===== src/rtl/core/odil_pkg.sv =====
// Package for the OFDM symbol bit deinterleaver: constants, types and
// the deinterleave offset function. No dependencies.
`default_nettype none

package odil_pkg;

  localparam int unsigned DATA_CARRIERS = 48;
  localparam int unsigned MAX_BPC       = 6;
  localparam int unsigned BANK_BITS     = DATA_CARRIERS * MAX_BPC;
  localparam int unsigned STORE_DEPTH   = 2 * BANK_BITS;
  localparam int unsigned ADDR_W        = $clog2(STORE_DEPTH);
  localparam int unsigned POS_W         = $clog2(BANK_BITS);

  localparam logic [3:0] RATE_RESET = 4'd11;
  localparam logic [5:0] LAST_GROUP = 6'(DATA_CARRIERS - 1);
  // write group = 3*t + r3, t in 0..15, r3 in 0..2
  localparam logic [3:0] T_LAST     = 4'd15;
  localparam logic [1:0] R3_LAST    = 2'd2;

  typedef enum logic [1:0] {
    MOD_QAM64 = 2'd0,
    MOD_QAM16 = 2'd1,
    MOD_QPSK  = 2'd2,
    MOD_BPSK  = 2'd3
  } mod_t;

  typedef enum logic [1:0] {
    ST_IDLE,
    ST_BITS,
    ST_DRAIN,
    ST_EMIT
  } state_t;

  typedef struct packed {
    logic load;
    logic access;
    logic commit;
  } cmd_t;

  typedef struct packed {
    logic last_bit;
    logic blocked;
  } stat_t;

  function automatic logic [2:0] nbpsc(mod_t m);
    logic [2:0] n;
    unique case (m)
      MOD_QAM64: n = 3'd6;
      MOD_QAM16: n = 3'd4;
      MOD_QPSK:  n = 3'd2;
      MOD_BPSK:  n = 3'd1;
      default:   n = 3'd1;
    endcase
    return n;
  endfunction

  // Offset of bit b inside its group after the first permutation.
  // t0 and tm3 are floor(group/3) mod 2 and mod 3.
  function automatic logic [2:0] bit_offset(mod_t m, logic [2:0] b, logic t0,
                                            logic [1:0] tm3);
    logic       hi;
    logic [2:0] bm;
    logic [2:0] sum;
    logic [2:0] r;
    logic [2:0] res;
    hi  = (b >= 3'd3);
    bm  = hi ? (b - 3'd3) : b;
    sum = bm + {1'b0, tm3};
    r   = (sum >= 3'd3) ? (sum - 3'd3) : sum;
    case (m)
      MOD_QAM16: res = {b[2], b[1], b[0] ^ t0};
      MOD_QAM64: res = hi ? (r + 3'd3) : r;
      default:   res = b;
    endcase
    return res;
  endfunction

endpackage

`default_nettype wire


===== src/rtl/core/odil_in_if.sv =====
// Input channel of the deinterleaver: valid/ready plus one subcarrier group.
// Depends on nothing.
`default_nettype none

interface odil_in_if;
  logic       valid;
  logic       ready;
  logic       kind;
  logic [5:0] coded_bits;

  modport source (output valid, kind, coded_bits, input ready);
  modport sink   (input valid, kind, coded_bits, output ready);
endinterface

`default_nettype wire


===== src/rtl/core/odil_out_if.sv =====
// Result channel of the deinterleaver: valid/ready plus one output group.
// Depends on nothing.
`default_nettype none

interface odil_out_if;
  logic       valid;
  logic       ready;
  logic [5:0] data_bits;
  logic       last_in_symbol;

  modport source (output valid, data_bits, last_in_symbol, input ready);
  modport sink   (input valid, data_bits, last_in_symbol, output ready);
endinterface

`default_nettype wire


===== src/rtl/core/odil_ctrl.sv =====
// Controller FSM for the deinterleaver: sequences load, bit accesses,
// read drain and commit. Depends on odil_pkg.
`default_nettype none

module odil_ctrl (
  input  logic             clk,
  input  logic             rst_n,
  input  logic             in_valid,
  output logic             in_ready,
  input  odil_pkg::stat_t  stat,
  output odil_pkg::cmd_t   cmd
);

  odil_pkg::state_t state_r, state_nxt;

  always_ff @(posedge clk) begin
    if (!rst_n) begin
      state_r <= odil_pkg::ST_IDLE;
    end else begin
      state_r <= state_nxt;
    end
  end

  always_comb begin
    state_nxt = state_r;
    unique case (state_r)
      odil_pkg::ST_IDLE: begin
        if (in_valid) state_nxt = odil_pkg::ST_BITS;
      end
      odil_pkg::ST_BITS: begin
        if (stat.last_bit) state_nxt = odil_pkg::ST_DRAIN;
      end
      odil_pkg::ST_DRAIN: begin
        state_nxt = odil_pkg::ST_EMIT;
      end
      odil_pkg::ST_EMIT: begin
        if (!stat.blocked) state_nxt = odil_pkg::ST_IDLE;
      end
      default: state_nxt = odil_pkg::ST_IDLE;
    endcase
  end

  always_comb begin
    in_ready   = 1'b0;
    cmd.load   = 1'b0;
    cmd.access = 1'b0;
    cmd.commit = 1'b0;
    unique case (state_r)
      odil_pkg::ST_IDLE: begin
        in_ready = 1'b1;
        cmd.load = in_valid;
      end
      odil_pkg::ST_BITS: begin
        cmd.access = 1'b1;
      end
      odil_pkg::ST_DRAIN: begin
      end
      odil_pkg::ST_EMIT: begin
        cmd.commit = !stat.blocked;
      end
      default: begin
      end
    endcase
  end

endmodule

`default_nettype wire


===== src/rtl/core/odil_datapath.sv =====
// Datapath for the deinterleaver: rate register, group counters, two-bank
// bit store, word assembly and output register. Depends on odil_pkg, odil_out_if.
`default_nettype none

module odil_datapath (
  input  logic                clk,
  input  logic                rst_n,
  input  logic                cfg_we,
  input  logic [3:0]          cfg_wdata,
  input  logic                in_kind,
  input  logic [5:0]          in_coded_bits,
  input  odil_pkg::cmd_t      cmd,
  output odil_pkg::stat_t     stat,
  odil_out_if.source          out_ch
);

  localparam int unsigned AW = odil_pkg::ADDR_W;
  localparam int unsigned PW = odil_pkg::POS_W;

  logic [3:0] rate_r;
  logic       kind_r;
  logic [5:0] coded_r;
  logic [2:0] bit_r;

  logic [5:0] rg_r, rg_nxt;
  logic       full_r, full_nxt;
  logic       wbank_r, wbank_nxt;
  logic [3:0] t_r, t_nxt;
  logic [1:0] r3_r, r3_nxt;
  logic [1:0] tm3_r, tm3_nxt;

  logic       rd_pend_r;
  logic [2:0] rd_bit_r;
  logic       rdata_r;
  logic [5:0] word_r;

  logic       out_valid_r, out_valid_nxt;
  logic [5:0] out_data_r;
  logic       out_last_r;

  logic       mem [odil_pkg::STORE_DEPTH];

  odil_pkg::mod_t mod;
  logic [2:0]     nb;
  logic [2:0]     ib;
  logic [4:0]     row;
  logic [PW-1:0]  kpos;
  logic [PW-1:0]  rpos;
  logic [AW-1:0]  waddr;
  logic [AW-1:0]  raddr;
  logic           we;
  logic           re;

  assign mod = odil_pkg::mod_t'(rate_r[1:0]);
  assign nb  = odil_pkg::nbpsc(mod);
  assign ib  = odil_pkg::bit_offset(mod, bit_r, t_r[0], tm3_r);
  assign row = 5'(r3_r) * 5'(nb) + 5'(ib);
  assign kpos = {row, t_r};
  assign rpos = PW'(rg_r) * PW'(nb) + PW'(bit_r);
  assign waddr = wbank_r ? (AW'(kpos) + AW'(odil_pkg::BANK_BITS)) : AW'(kpos);
  assign raddr = wbank_r ? AW'(rpos) : (AW'(rpos) + AW'(odil_pkg::BANK_BITS));
  assign we = cmd.access && !kind_r;
  assign re = cmd.access && full_r;

  assign stat.last_bit = (bit_r == (nb - 3'd1));
  assign stat.blocked  = full_r && out_valid_r && !out_ch.ready;

  always_ff @(posedge clk) begin
    if (we) mem[waddr] <= coded_r[bit_r];
    if (re) rdata_r <= mem[raddr];
  end

  always_comb begin
    rg_nxt    = rg_r;
    full_nxt  = full_r;
    wbank_nxt = wbank_r;
    t_nxt     = t_r;
    r3_nxt    = r3_r;
    tm3_nxt   = tm3_r;
    if (cmd.commit) begin
      if (full_r) begin
        if (rg_r == odil_pkg::LAST_GROUP) begin
          rg_nxt   = '0;
          full_nxt = 1'b0;
        end else begin
          rg_nxt = rg_r + 6'd1;
        end
      end
      if (!kind_r) begin
        if ((t_r == odil_pkg::T_LAST) && (r3_r == odil_pkg::R3_LAST)) begin
          t_nxt     = '0;
          r3_nxt    = '0;
          tm3_nxt   = '0;
          wbank_nxt = !wbank_r;
          full_nxt  = 1'b1;
          rg_nxt    = '0;
        end else if (r3_r == odil_pkg::R3_LAST) begin
          r3_nxt  = '0;
          t_nxt   = t_r + 4'd1;
          tm3_nxt = (tm3_r == 2'd2) ? 2'd0 : (tm3_r + 2'd1);
        end else begin
          r3_nxt = r3_r + 2'd1;
        end
      end
    end
  end

  always_comb begin
    out_valid_nxt = out_valid_r;
    if (out_ch.ready) out_valid_nxt = 1'b0;
    if (cmd.commit && full_r) out_valid_nxt = 1'b1;
  end

  always_ff @(posedge clk) begin
    if (!rst_n) begin
      rate_r      <= odil_pkg::RATE_RESET;
      rg_r        <= '0;
      full_r      <= 1'b0;
      wbank_r     <= 1'b0;
      t_r         <= '0;
      r3_r        <= '0;
      tm3_r       <= '0;
      rd_pend_r   <= 1'b0;
      out_valid_r <= 1'b0;
    end else begin
      if (cfg_we) rate_r <= cfg_wdata;
      rg_r        <= rg_nxt;
      full_r      <= full_nxt;
      wbank_r     <= wbank_nxt;
      t_r         <= t_nxt;
      r3_r        <= r3_nxt;
      tm3_r       <= tm3_nxt;
      rd_pend_r   <= re;
      out_valid_r <= out_valid_nxt;
    end
  end

  always_ff @(posedge clk) begin
    if (cmd.load) begin
      kind_r  <= in_kind;
      coded_r <= in_coded_bits;
      bit_r   <= '0;
      word_r  <= '0;
    end else begin
      if (cmd.access) bit_r <= bit_r + 3'd1;
      if (rd_pend_r) word_r[rd_bit_r] <= rdata_r;
    end
    rd_bit_r <= bit_r;
    if (cmd.commit && full_r) begin
      out_data_r <= word_r;
      out_last_r <= (rg_r == odil_pkg::LAST_GROUP);
    end
  end

  assign out_ch.valid          = out_valid_r;
  assign out_ch.data_bits      = out_data_r;
  assign out_ch.last_in_symbol = out_last_r;

endmodule

`default_nettype wire


===== src/rtl/core/ofdm_symbol_bit_deinterleaver.sv =====
// Top level of the OFDM symbol bit deinterleaver: joins controller and datapath.
// Depends on odil_pkg, odil_in_if, odil_out_if, odil_ctrl, odil_datapath.
//
// Takes one subcarrier group of Nbpsc coded bits per input transaction
// (Nbpsc 1, 2, 4 or 6 from the low two bits of rate_code) and writes each
// bit to its deinterleaved place in one bank of a 576 x 1 ping-pong store,
// while the previous full symbol is read out in order, one group per
// transaction; kind = 1 (flush) reads without writing. Each transaction
// runs from accept to the next accept through a load, the bit accesses,
// a read drain and a commit: the store has one single-bit write port and
// one single-bit read port, so one bit is written and one read per cycle
// in the bit accesses. A result waits in the output register while the next
// transaction is accepted; commit stalls only if that register is still
// occupied. The store is not cleared; a symbol bank is read only after a
// full symbol was written. Write rate_code only while idle.
`default_nettype none

module ofdm_symbol_bit_deinterleaver (
  input  logic        clk,
  input  logic        rst_n,
  input  logic        cfg_we,
  input  logic [3:0]  cfg_wdata,
  odil_in_if.sink     in_ch,
  odil_out_if.source  out_ch
);

  odil_pkg::cmd_t  cmd;
  odil_pkg::stat_t stat;
  logic            in_ready;

  assign in_ch.ready = in_ready;

  odil_ctrl u_ctrl (
    .clk      (clk),
    .rst_n    (rst_n),
    .in_valid (in_ch.valid),
    .in_ready (in_ready),
    .stat     (stat),
    .cmd      (cmd)
  );

  odil_datapath u_dp (
    .clk           (clk),
    .rst_n         (rst_n),
    .cfg_we        (cfg_we),
    .cfg_wdata     (cfg_wdata),
    .in_kind       (in_ch.kind),
    .in_coded_bits (in_ch.coded_bits),
    .cmd           (cmd),
    .stat          (stat),
    .out_ch        (out_ch)
  );

endmodule

`default_nettype wire


===== src/flat_wrapper.sv =====
// flat-port wrapper written by rule: the top's interface ports become plain ports
module ofdm_symbol_bit_deinterleaver_flat 
  (clk, rst_n, cfg_we, cfg_wdata, in_ch_valid, in_ch_kind, in_ch_coded_bits, in_ch_ready, out_ch_valid, out_ch_data_bits, out_ch_last_in_symbol, out_ch_ready);
  odil_in_if in_ch_i ();
  odil_out_if out_ch_i ();
  input  logic clk;
  input  logic rst_n;
  input  logic cfg_we;
  input  logic [3:0] cfg_wdata;
  input wire logic [$bits(in_ch_i.valid)-1:0] in_ch_valid;
  input wire logic [$bits(in_ch_i.kind)-1:0] in_ch_kind;
  input wire logic [$bits(in_ch_i.coded_bits)-1:0] in_ch_coded_bits;
  output wire logic [$bits(in_ch_i.ready)-1:0] in_ch_ready;
  output wire logic [$bits(out_ch_i.valid)-1:0] out_ch_valid;
  output wire logic [$bits(out_ch_i.data_bits)-1:0] out_ch_data_bits;
  output wire logic [$bits(out_ch_i.last_in_symbol)-1:0] out_ch_last_in_symbol;
  input wire logic [$bits(out_ch_i.ready)-1:0] out_ch_ready;
  assign in_ch_i.valid = in_ch_valid;
  assign in_ch_i.kind = in_ch_kind;
  assign in_ch_i.coded_bits = in_ch_coded_bits;
  assign in_ch_ready = in_ch_i.ready;
  assign out_ch_valid = out_ch_i.valid;
  assign out_ch_data_bits = out_ch_i.data_bits;
  assign out_ch_last_in_symbol = out_ch_i.last_in_symbol;
  assign out_ch_i.ready = out_ch_ready;
  ofdm_symbol_bit_deinterleaver u_core (.clk(clk), .rst_n(rst_n), .cfg_we(cfg_we), .cfg_wdata(cfg_wdata), .in_ch(in_ch_i), .out_ch(out_ch_i));
endmodule

===== config.mk =====
export PLATFORM = sky130hd
export DESIGN_NAME = ofdm_symbol_bit_deinterleaver_flat
export DESIGN_NICKNAME = d
export VERILOG_FILES = /design/src/rtl/core/odil_pkg.sv /design/src/rtl/core/odil_in_if.sv /design/src/rtl/core/odil_out_if.sv /design/src/rtl/core/odil_ctrl.sv /design/src/rtl/core/odil_datapath.sv /design/src/rtl/core/ofdm_symbol_bit_deinterleaver.sv /design/src/flat_wrapper.sv
export SDC_FILE = /design/constraint.sdc
export NUM_CORES = 1
export LEC_CHECK = 0
export BUFFER_PORTS_ARGS = -buffer_cell sky130_fd_sc_hd__clkbuf_2
export CAP_MARGIN = 20
export CORE_ASPECT_RATIO = 0.7
export CORE_MARGIN = 4
export CORE_UTILIZATION = 35
export CTS_CLUSTER_SIZE = 40
export DETAILED_ROUTE_END_ITERATION = 8
export MAX_ROUTING_LAYER = met4
export PLACE_DENSITY = 0.54
export REMOVE_ABC_BUFFERS = 1
export SLEW_MARGIN = 20
export SYNTH_ARGS = -nofsm -noshare
export SYNTH_HDL_FRONTEND = slang
export SYNTH_SLANG_ARGS = --single-unit
export TNS_END_PERCENT = 30

===== constraint.sdc =====
create_clock -name clk -period 5.8 [get_ports clk]
set_clock_uncertainty 0.15 [all_clocks]
set_input_delay 0.87 -clock clk [delete_from_list [all_inputs] [get_ports clk]]
set_output_delay 0.87 -clock clk [all_outputs]
set_load 0.005 [all_outputs]

* After elaboration in Yosys (flattened, before gate mapping)
Memories as Yosys holds them, arrays and structs flattened. A register that Yosys moved wholly into a read port is not among the register bits.
Cells that the tools add are included.
** Storage, ports and cells
- Flip-flop bits (word level) :: 48
- RAM bits :: 576
- Input port bits :: 16
- Output and inout port bits :: 9
- Logic and storage cells :: 113
- Memories :: 1
** Memories
- u_core.u_dp.mem :: depth 576, width 1, rd ports 1, clocked after Yosys merged registers in 1, write ports 1, RTL line odil_datapath.sv:41 : logic mem [odil_pkg::STORE_DEPTH];
** Operators by class
- $add $sub $neg :: 14
- $mul :: 2
- Magnitude comparators :: 5
- Eq/ne operators :: 14
- Muxes and demuxes :: 39
- Bitwise gates (word level) :: 2
- Reductions and logical operators :: 19
** Operator list (count)
- 6-bit two-way mux :: 4
- 9-bit by 9-bit adder with 10-bit output, second input constant :: 2
- 10-bit two-way mux :: 2
- 2-bit two-way mux :: 8
- 1-bit two-way mux :: 14
- 2-bit equality test, second input constant :: 6
- 3-bit one-hot mux with 4 select lines :: 1
- 9-bit by 3-bit adder with 9-bit output :: 1
- 6-bit by 3-bit multiplier with 9-bit output :: 1
- 3-bit two-way mux :: 3
- 3-bit AND reduction :: 3
- 3-bit by 4-bit < comparator with 1-bit output, second input constant :: 2
- 4-bit two-way mux :: 2
- 2-bit one-hot mux with 4 select lines :: 1
- 1-bit logical AND :: 7
- 6-bit by 1-bit adder with 6-bit output, second input constant :: 1
- 6-bit bitwise mux :: 1
- 6-bit equality test, second input constant :: 1
- 3-bit by 2-bit >= comparator with 1-bit output, second input constant :: 2
- 3-bit one-hot mux with 2 select lines :: 1
- 3-bit by 2-bit subtractor with 3-bit output, second input constant :: 2
- 5-bit by 3-bit adder with 5-bit output :: 1
- 2-bit by 3-bit multiplier with 5-bit output :: 1
- 2-bit by 1-bit adder with 2-bit output, second input constant :: 2
- other kinds (19) :: 26

* Logic depth before layout (Yosys ltp)
Gate-level depths: netlist of the first run.
- Depth in word-level cells :: 11
- Depth in mapped cells :: 31
- Depth with buffers taken out :: 29

* Modules after synthesis
A second synthesis of the first run with hierarchy kept.
** Unflattened totals
- Cell total of the unflattened synthesis :: 2119
- Area, all modules :: 28758.8 µm²
** Modules (own cells, without submodules)
- odil_datapath :: times used 1, cells an instance 2099, area an instance 28582.4 µm², sequential area each 18387.6 µm²
- odil_ctrl :: times used 1, cells an instance 20, area an instance 176.4 µm², sequential area each 40.0 µm²

* Worst setup path after synthesis of the first run
OpenSTA, ideal clock, no wires.
- Path type :: register -> register
- Start :: register u_core.u_dp.bit_r[2]
- End :: memory u_core.u_dp.mem[553], enable pin
- Setup time :: 0.300 ns
- Arrival time :: 5.957 ns
- Required time :: 5.350 ns
- Slack :: -0.607 ns
- Cell stages (with the launch flop) :: 27
- Period minus slack after synthesis :: 6.407 ns
- Cells stage by stage :: dfxtp_1 -> clkbuf_1 -> inv_1 -> ha_1 -> a211oi_2 -> mux2i_1 -> fa_1 -> or3_1 -> nand2_1 -> ha_1 -> a21oi_1 -> and2_1 -> a21o_1 -> ha_1 -> mux2_2 -> nand2_1 -> o21ai_0 -> fa_1 -> inv_1 -> ha_1 -> fa_1 -> ha_1 -> mux2_2 -> o22ai_1 -> nand3_1 -> clkbuf_1 -> nor2_1
** On the way
- Word-level cells in the longest chain between the ends :: 11
- Elaborated cells on any way between the ends :: 13
- Those cells by class :: add/sub: 6; order compare: 2; mux: 5
** RTL lines
- start, declared :: RTL line odil_datapath.sv:23 : logic [2:0] bit_r;
- start signal, assigned :: RTL line odil_datapath.sv:145 : if (cmd.access) bit_r <= bit_r + 3'd1;
- 3-bit by 2-bit subtractor with 3-bit output / 3-bit by 2-bit >= comparator with 1-bit output (equally long branches) :: RTL line odil_pkg.sv:67, odil_pkg.sv:66
- 3-bit two-way mux :: RTL line odil_pkg.sv:67 : bm = hi ? (b - 3'd3) : b;
- 3-bit by 2-bit adder with 3-bit output :: RTL line odil_pkg.sv:68 : sum = bm + {1'b0, tm3};
- 3-bit by 2-bit subtractor with 3-bit output / 3-bit by 2-bit >= comparator with 1-bit output (equally long branches) :: RTL line odil_pkg.sv:69 : r = (sum >= 3'd3) ? (sum - 3'd3) : sum;
- 3-bit two-way mux :: RTL line odil_pkg.sv:69
- 3-bit by 2-bit adder with 3-bit output :: RTL line odil_pkg.sv:72 : MOD_QAM64: res = hi ? (r + 3'd3) : r;
- 3-bit two-way mux :: RTL line odil_pkg.sv:72
- 3-bit one-hot mux with 2 select lines * :: RTL line odil_pkg.sv:70 : case (m)
- 5-bit by 3-bit adder with 5-bit output * :: RTL line odil_datapath.sv:57 : assign row = 5'(r3_r) * 5'(nb) + 5'(ib);
- 9-bit by 9-bit adder with 10-bit output :: RTL line odil_datapath.sv:60 : assign waddr = wbank_r ? (AW'(kpos) + AW'(odil_pkg::BANK_BITS)) : AW'(kpos);
- 10-bit two-way mux * :: RTL line odil_datapath.sv:60
- end, declared :: RTL line odil_datapath.sv:41
Mark *: on every way between the ends. The rest lies on a longest branch, timed or not.

* Worst setup path in the final report of the first run
- Start :: register u_core.u_dp.bit_r[0]
- End :: memory u_core.u_dp.mem[459], enable pin
The elaborated chain is that of the path after synthesis.

==> results of run 1 <==
==> routing by layer <==
| metal | routed length (µm) | vias to the layer above |
|---|---|---|
| li1 | - | 7817 |
| met3 | 5940 | 99 |
| met1 | 35600 | 9404 |
| met5 | 0 | - |
| met2 | 35200 | 656 |
| met4 | 1520 | 0 |
==> metrics by stage <==
stage / TNS [ns] / utilization / cells / worst slack (ns)
5_1_grt: -303.80 / 0.425 / 3281 / -0.663
4_1_cts: -152.59 / 0.419 / 3274 / -0.402
2_1_floorplan: -463.28 / - / 1930 / -2.78
3_3_place_gp: -338.42 / 0.377 / 3148 / -0.703
6_report: -159.05 / 0.425 / 3281 / -0.427
3_5_place_dp: -340.64 / 0.377 / 3148 / -0.712
==> state kept, by name (all words and copies together) (netlist names), 2 cells and up <==
name,flops
u_core.u_dp.tm3_r,2
u_core.u_dp.rate_r,2
u_core.u_dp.mem,576
u_core.u_dp.t_r,4
u_core.u_dp.rd_bit_r,3
u_core.u_ctrl.state_r,2
u_core.u_dp.coded_r,6
u_core.u_dp.out_ch.data_bits,6
u_core.u_dp.rg_r,6
u_core.u_dp.bit_r,3
u_core.u_dp.word_r,6
u_core.u_dp.r3_r,2
==> worst max path at each step <==
stage / to / slack [ns]
6_report: u_core.u_dp.mem[459] / -0.43
5_1_grt: u_core.u_dp.mem[478] / -0.66
4_1_cts: u_core.u_dp.mem[566] / -0.40
3_5_place_dp: u_core.u_dp.mem[555] / -0.71
3_3_place_gp: u_core.u_dp.mem[550] / -0.70
2_1_floorplan: u_core.u_dp.rdata_r / -2.78
==> where the power goes <==
part | switching (µW) | leakage, µW | internal (µW)
sequential | 34.0 | 0.00560 | 5860
clock | 1760 | 0.00100 | 2390
combinational | 2070 | 0.00403 | 1250
==> repair_timing <==
item	in CTS	in global routing
gates resized for setup	277	108
setup buffers	8	2
endpoints found under the setup margin	576	576
gates cloned	10	5
pin swaps	26	15
==> layout make-up <==
type                    count  area, µm²
clock buffers              69       1540
clock inverters            39        503
fillers                  7369      46300
inverters                  27        101
multi-input cells        1278      10500
flip-flops and latches    625      18400
well taps                1068       1340
repair buffers            175       1920
==> Yosys cell counts, drive strengths merged, types with 8 or more instances <==
master	number	area, µm²
nor2	626	2350
edfxtp	591	17700
mux4	142	3210
clkbuf	118	443
nand2	109	409
mux2i	56	561
buf	42	319
ha	37	463
o21ai	36	180
dfxtp	34	681
inv	27	101
nor2b	27	169
nand3	25	125
and3	18	113
a21oi	16	80.1
a211oi	13	103
a22oi	13	97.6
and2	13	81.3
nor3	11	55.1
a221oi	10	93.8
a31oi	10	62.6
fa	10	200
nand4	9	56.3
nor3b	9	67.6
a21boi	8	60.1
==> cells by family after synthesis <==
group           Yosys count
simple gates            872
xor+xnor                 13
flops                   625
compound gates          145
fa+ha+maj                47
buf+inv                 187
mux                     201
==> metrics.md, run 1 <==
| Metric | Value |
|---|---|
| Seq/Total Area, Yosys | `0.646` |
| Design Area, Final | `approximately 34000 µm²` |
| WP data required | `6.02 ns` |
| Clock transition at path regs | `0.07 ns` |
| Fraction of layout cells with a size suffix above 1 | `0.279` |
| Post-Synth Adder-Cell Area | `0.0232` |
| Min Hold Slack | `0.266 ns` |
| Die H | `247 µm` |
| Total power | `13400 µW` |
| R2R Setup Slk | `-0.43 ns` |
| Final setup vio count | `between 500 and 600` |
| Worst slew pin tran | `1.07 ns` |
| Area of the mapped netlist | `28500 µm²` |
| Routability cong. | `around 0.83` |
| Critical Path AT | `between 6 and 7 ns` |
| Worst vdd ir | `0.278 mV` |
| XOR/XNOR Fraction of Synth Area | `0.00513` |
| Main combinational cell family by area after synthesis | `multiplexers` |
| Crit path from | `u_core.u_dp.bit_r[0]` |
| Post-synth EDFFs | `591` |
| Yosys warns | `0` |
| Hold wc startpoint | `in_ch_coded_bits[3]` |
| Mean Syn Cell Area | `13.6 µm²` |
| Met3 usage | `0.0330` |
| Fin. Hold Viols | `0` |
| Max Fclk | `161 MHz` |
| WL/cell | `23.8 µm` |
| FF-to-FF Start | `u_core.u_dp.bit_r[0]` |
| Most used cell, CP | `ha_4` |
| Via-to-Cell Ratio | `between 5 and 6` |
| DRC violations left | `0` |
| Cell row count | `slightly below 90` |
| Largest net degree at the start of global routing | `265` |
| Leakage Power | `approximately 0.011 µW` |
| Global route total overflow | `0` |
| Drt first pass iters | `5` |
| CTS tree | `done` |
| Area post-placement | `30400 µm²` |
| # H-tree levels | `2` |
| Met1 usage | `0.265` |
| Met2 usage | `0.269` |
| Crit share post-route | `1.07` |
| HPWL after DPL | `43500 µm` |
| HP Class | `input port to flop` |
| Crit start category | `flop` |
| Placeable Area | `80700 µm²` |
| Clock latency on the worst-skew pair | `0.66 ns` |
| RSZ-0062 raised after global routing | `true` |
| Layout net count | `2230` |
| Final WS setup | `-0.427 ns` |
| Mapped Cells | `about 2100` |
| I/O pin total | `25` |
| Worst Hold Depth | `1` |
| Area grow syn2layout | `20.3%` |
| Post-synthesis mux area share | `0.133` |
| Status | `complete, but fails checks` |
| Initial antenna violation count | `1` |
| Via count | `18000` |
| Die area | `86200 µm²` |
| CTS Buffer Depth | `3` |
| Final WL | `78200 µm` |
| IO buf count | `22` |
| Cell depth of the worst setup path | `29` |
| Largest stage delay on the critical path | `about 0.6 ns` |
| Min Clock Period, post-route | `6.23 ns` |
| Initial Util | `0.354` |
| CTS Sinks | `625` |
| Failing checks | `setup timing` |
| Vias in the first global route | `17700` |
| Die Wd | `349 µm` |
| FF-to-FF path depth | `29` |
| Slowest CP cell | `fa_2` |
| Crit end category | `flop` |
| Pwr Density | `roughly 390 nW/µm²` |
| GRT Util Overall | `0.183` |
| Top delay family on crit path | `adder cells` |
| WP buf/inv | `6` |
| Rel. slew slack | `0.285` |
| Root buffer cell | `clkbuf_16` |
| Endpoint, Worst Hold | `u_core.u_dp.coded_r[3]` |
| Worst R2R End | `u_core.u_dp.mem[459]` |
| Compound-Gate Fraction of Synth Area | `0.0360` |
| Drt initial violations | `1942` |
| Cts bufs inserted | `60` |
| Post-synth ARST share | `0` |
| Post-synthesis cell type count | `64` |
| Post-synthesis simple-gate area fraction | `0.126` |
| Seq cells post-synth | `625` |
| Main synth FF type | `edfxtp_1` |
| Antenna diode count | `0` |
| Max-cap viol count | `0` |
| Worst-path fanout max | `8` |
| Critical setup path kind | `flop to flop` |
| Hold Buf Count CTS | `0` |
| Commonest non-fill, non-tap cells in the layout | `edfxtp_1 (591), nor2_1 (467), mux4_2 (140)` |
| Antenna viol nets, final | `0` |
| First-pass GRT wire length | `114000 µm` |
| Max-slew violations | `0` |
| Commonest non-fill, non-tap cell in the layout | `edfxtp_1` |
| Most Crowded Layer GR | `met2` |
Power figures use the tool's default switching activity.
==> inputs of run 2 (changes only) <==
- PLACE_DENSITY: 0.54 -> 0.57
- REMOVE_ABC_BUFFERS: 1 -> not set
==> run 2 against run 1 <==
The flow still finishes with violations (setup timing). Routed wire length rose by 1.9%. Count of clock-buffer cells in the layout rose by 2. Non-clock buffer count rose by 8. Hold slack improved by 0.011 ns. Largest power group unchanged.
==> metrics.md, run 2 (synthesis gave the netlist of run 1 again) <==
| Metric | Value |
|---|---|
| Dpl cells | `roughly 3100` |
| Int Pwr | `9310 µW` |
| Gate power share | `0.252` |
| Antenna diode count | `0` |
| Layout net count | `2237` |
| Slowest CP cell | `fa_2` |
| Largest net degree at the start of global routing | `~210` |
| Net Sw Frac | `0.292` |
| DRC violations left | `0` |
| Pwr Density | `377 nW/µm²` |
| Fill count | `7234` |
| Cell row count | `a little under 90` |
| Antenna viol nets, final | `0` |
| Max-slew violations | `0` |
| Max-cap viol count | `0` |
| I/O pin total | `25` |
| Drt initial violations | `1983` |
| Placeable Area | `80700 µm²` |
| Worst-path fanout max | `8` |
| Clock power frac | `0.299` |
| Clock latency on the worst-skew pair | `0.64 ns` |
| Min Clock Period, post-route | `6.08 ns` |
| Sequential Area | `18400 µm²` |
| Vias in the first global route | `17300` |
| Final setup vio count | `575` |
| Commonest non-fill, non-tap cell in the layout | `edfxtp_1` |
| Die H | `247 µm` |
| Mapped Nets | `2153` |
| Initial antenna violation count | `1` |
| Layout Cells excl Fill | `3292` |
| Crit end category | `flop` |
| Max Fclk | `165 MHz` |
| Rel. slew slack | `0.270` |
| Failing checks | `setup timing` |
| Drt first pass iters | `6` |
| Setup WS pre-CTS | `-0.492 ns` |
| Die area | `~86000 µm²` |
| Sw power | `3840 µW` |
| Largest stage delay on the critical path | `0.60 ns` |
| Via-to-Cell Ratio | `5.50` |
| Most used cell, CP | `ha_4` |
| Status | `complete, but fails checks` |
| Critical setup path kind | `flop to flop` |
| GRT Util Overall | `0.179` |
| Commonest non-fill, non-tap cells in the layout | `edfxtp_1 (591), nor2_1 (373), mux4_2 (140)` |
| CTS Buffer Depth | `3` |
| Crit share post-route | `1.05` |
| Global route total overflow | `0` |
| Area grow syn2layout | `22.2%` |
| Fraction of layout cells with a size suffix above 1 | `0.323` |
| WL/cell | `24.2 µm` |
| Die Wd | `roughly 350 µm` |
| Sequential share of power | `0.449` |
| HP Class | `input port to flop` |
| # H-tree levels | `2` |
| Area occupied by multi-input gates | `10900 µm²` |
| Worst vdd ir | `a little over 0.4 mV` |
| Total power | `13200 µW` |
| HPWL after DPL | `44900 µm` |
| Clock transition at path regs | `0.06 ns` |
| Final WL | `between 70000 and 80000 µm` |
| Top delay family on crit path | `adder cells` |
| WP buf/inv | `4` |
| Layout Utilization | `0.432` |
| Final WS setup | `-0.278 ns` |
| CTS Sinks | `625` |
| Max reg flops | `576` |
| Worst slew pin tran | `between 1 and 1.5 ns` |
| Initial Util | `0.354` |
| Leakage Power | `0.0107 µW` |
| WP data required | `6.00 ns` |
| Crit start category | `flop` |
| Via count | `about 18000` |
| Critical Path AT | `6.28 ns` |
| CTS tree | `done` |
| Fin. Hold Viols | `0` |
| First-pass GRT wire length | `111000 µm` |
| Cts bufs inserted | `59` |
| Routability cong. | `about 0.79` |
| Top reg by flops | `u_core.u_dp.mem` |
| RSZ-0062 raised after global routing | `true` |
| Root buffer cell | `clkbuf_16` |
| Min Hold Slack | `0.277 ns` |
| IO buf count | `22` |
==> run 2: per-layer routing <==
layer | share of wire | track usage
met1 | 0.44 | 0.252
met2 | 0.45 | 0.263
met5 | 0 | -
met3 | 0.091 | 0.0449
met4 | 0.019 | 0.0396
==> run 2: stage by stage <==
step | area (µm²) | setup TNS, ns
after floorplan | 28900 | -196.64
after global placement | 30800 | -186.67
after detailed placement | 30800 | -213.78
after CTS | 33700 | -88.11
after global routing | 34900 | -223.31
final | 34900 | -86.03
==> run 2: power groups by stage <==
stage	clock network [µW]	logic (µW)	registers [µW]
2_1_floorplan	0	2100	6210
3_3_place_gp	0	3040	5980
3_5_place_dp	0	3140	5990
4_1_cts	4010	3270	5890
5_1_grt	4190	3580	5900
6_report	3930	3310	5900
==> run 2: repair_timing <==
item                                    in CTS  in global routing
endpoints found under the hold margin        0                  0
buffers inserted                            11                  7
hold buffers                                 0                  0
resized for setup                          186                215
endpoints found under the setup margin     576                577
pin swaps                                   41                 24
gates cloned                                 9                 18
==> run 2: final timing paths <==
check	from	end	slack, ns	cells after the start
setup reg to reg	u_core.u_dp.bit_r[1]	u_core.u_dp.mem[535]	-0.28	28
hold reg to reg	u_core.u_dp.word_r[3]	u_core.u_dp.out_ch.data_bits[3]	0.29	0
hold / removal	in_ch_coded_bits[1]	u_core.u_dp.coded_r[1]	0.28	1
setup / recovery	u_core.u_dp.bit_r[1]	u_core.u_dp.mem[535]	-0.28	28
==> run 2: area by class of cell <==
| type | count | area share |
|---|---|---|
| Sequential cell | 625 | 0.529 |
| Inverter | 27 | 0.00291 |
| Timing Repair Buffer | 183 | 0.0637 |
| Clock buffer | 71 | 0.0443 |
| Multi-Input combinational cell | 1278 | 0.311 |
| Clock inverter | 40 | 0.0107 |
| Tap cell | 1068 | 0.0383 |
==> run 2: worst register-to-register path, delay by kind of cell (launching register included) <==
kind,cells,cell delay [ns]
mux,2,0.59
compound gates,5,0.59
fa+ha+maj,11,3.09
buf+inv,4,0.40
simple gates,6,0.64
flops,1,0.34
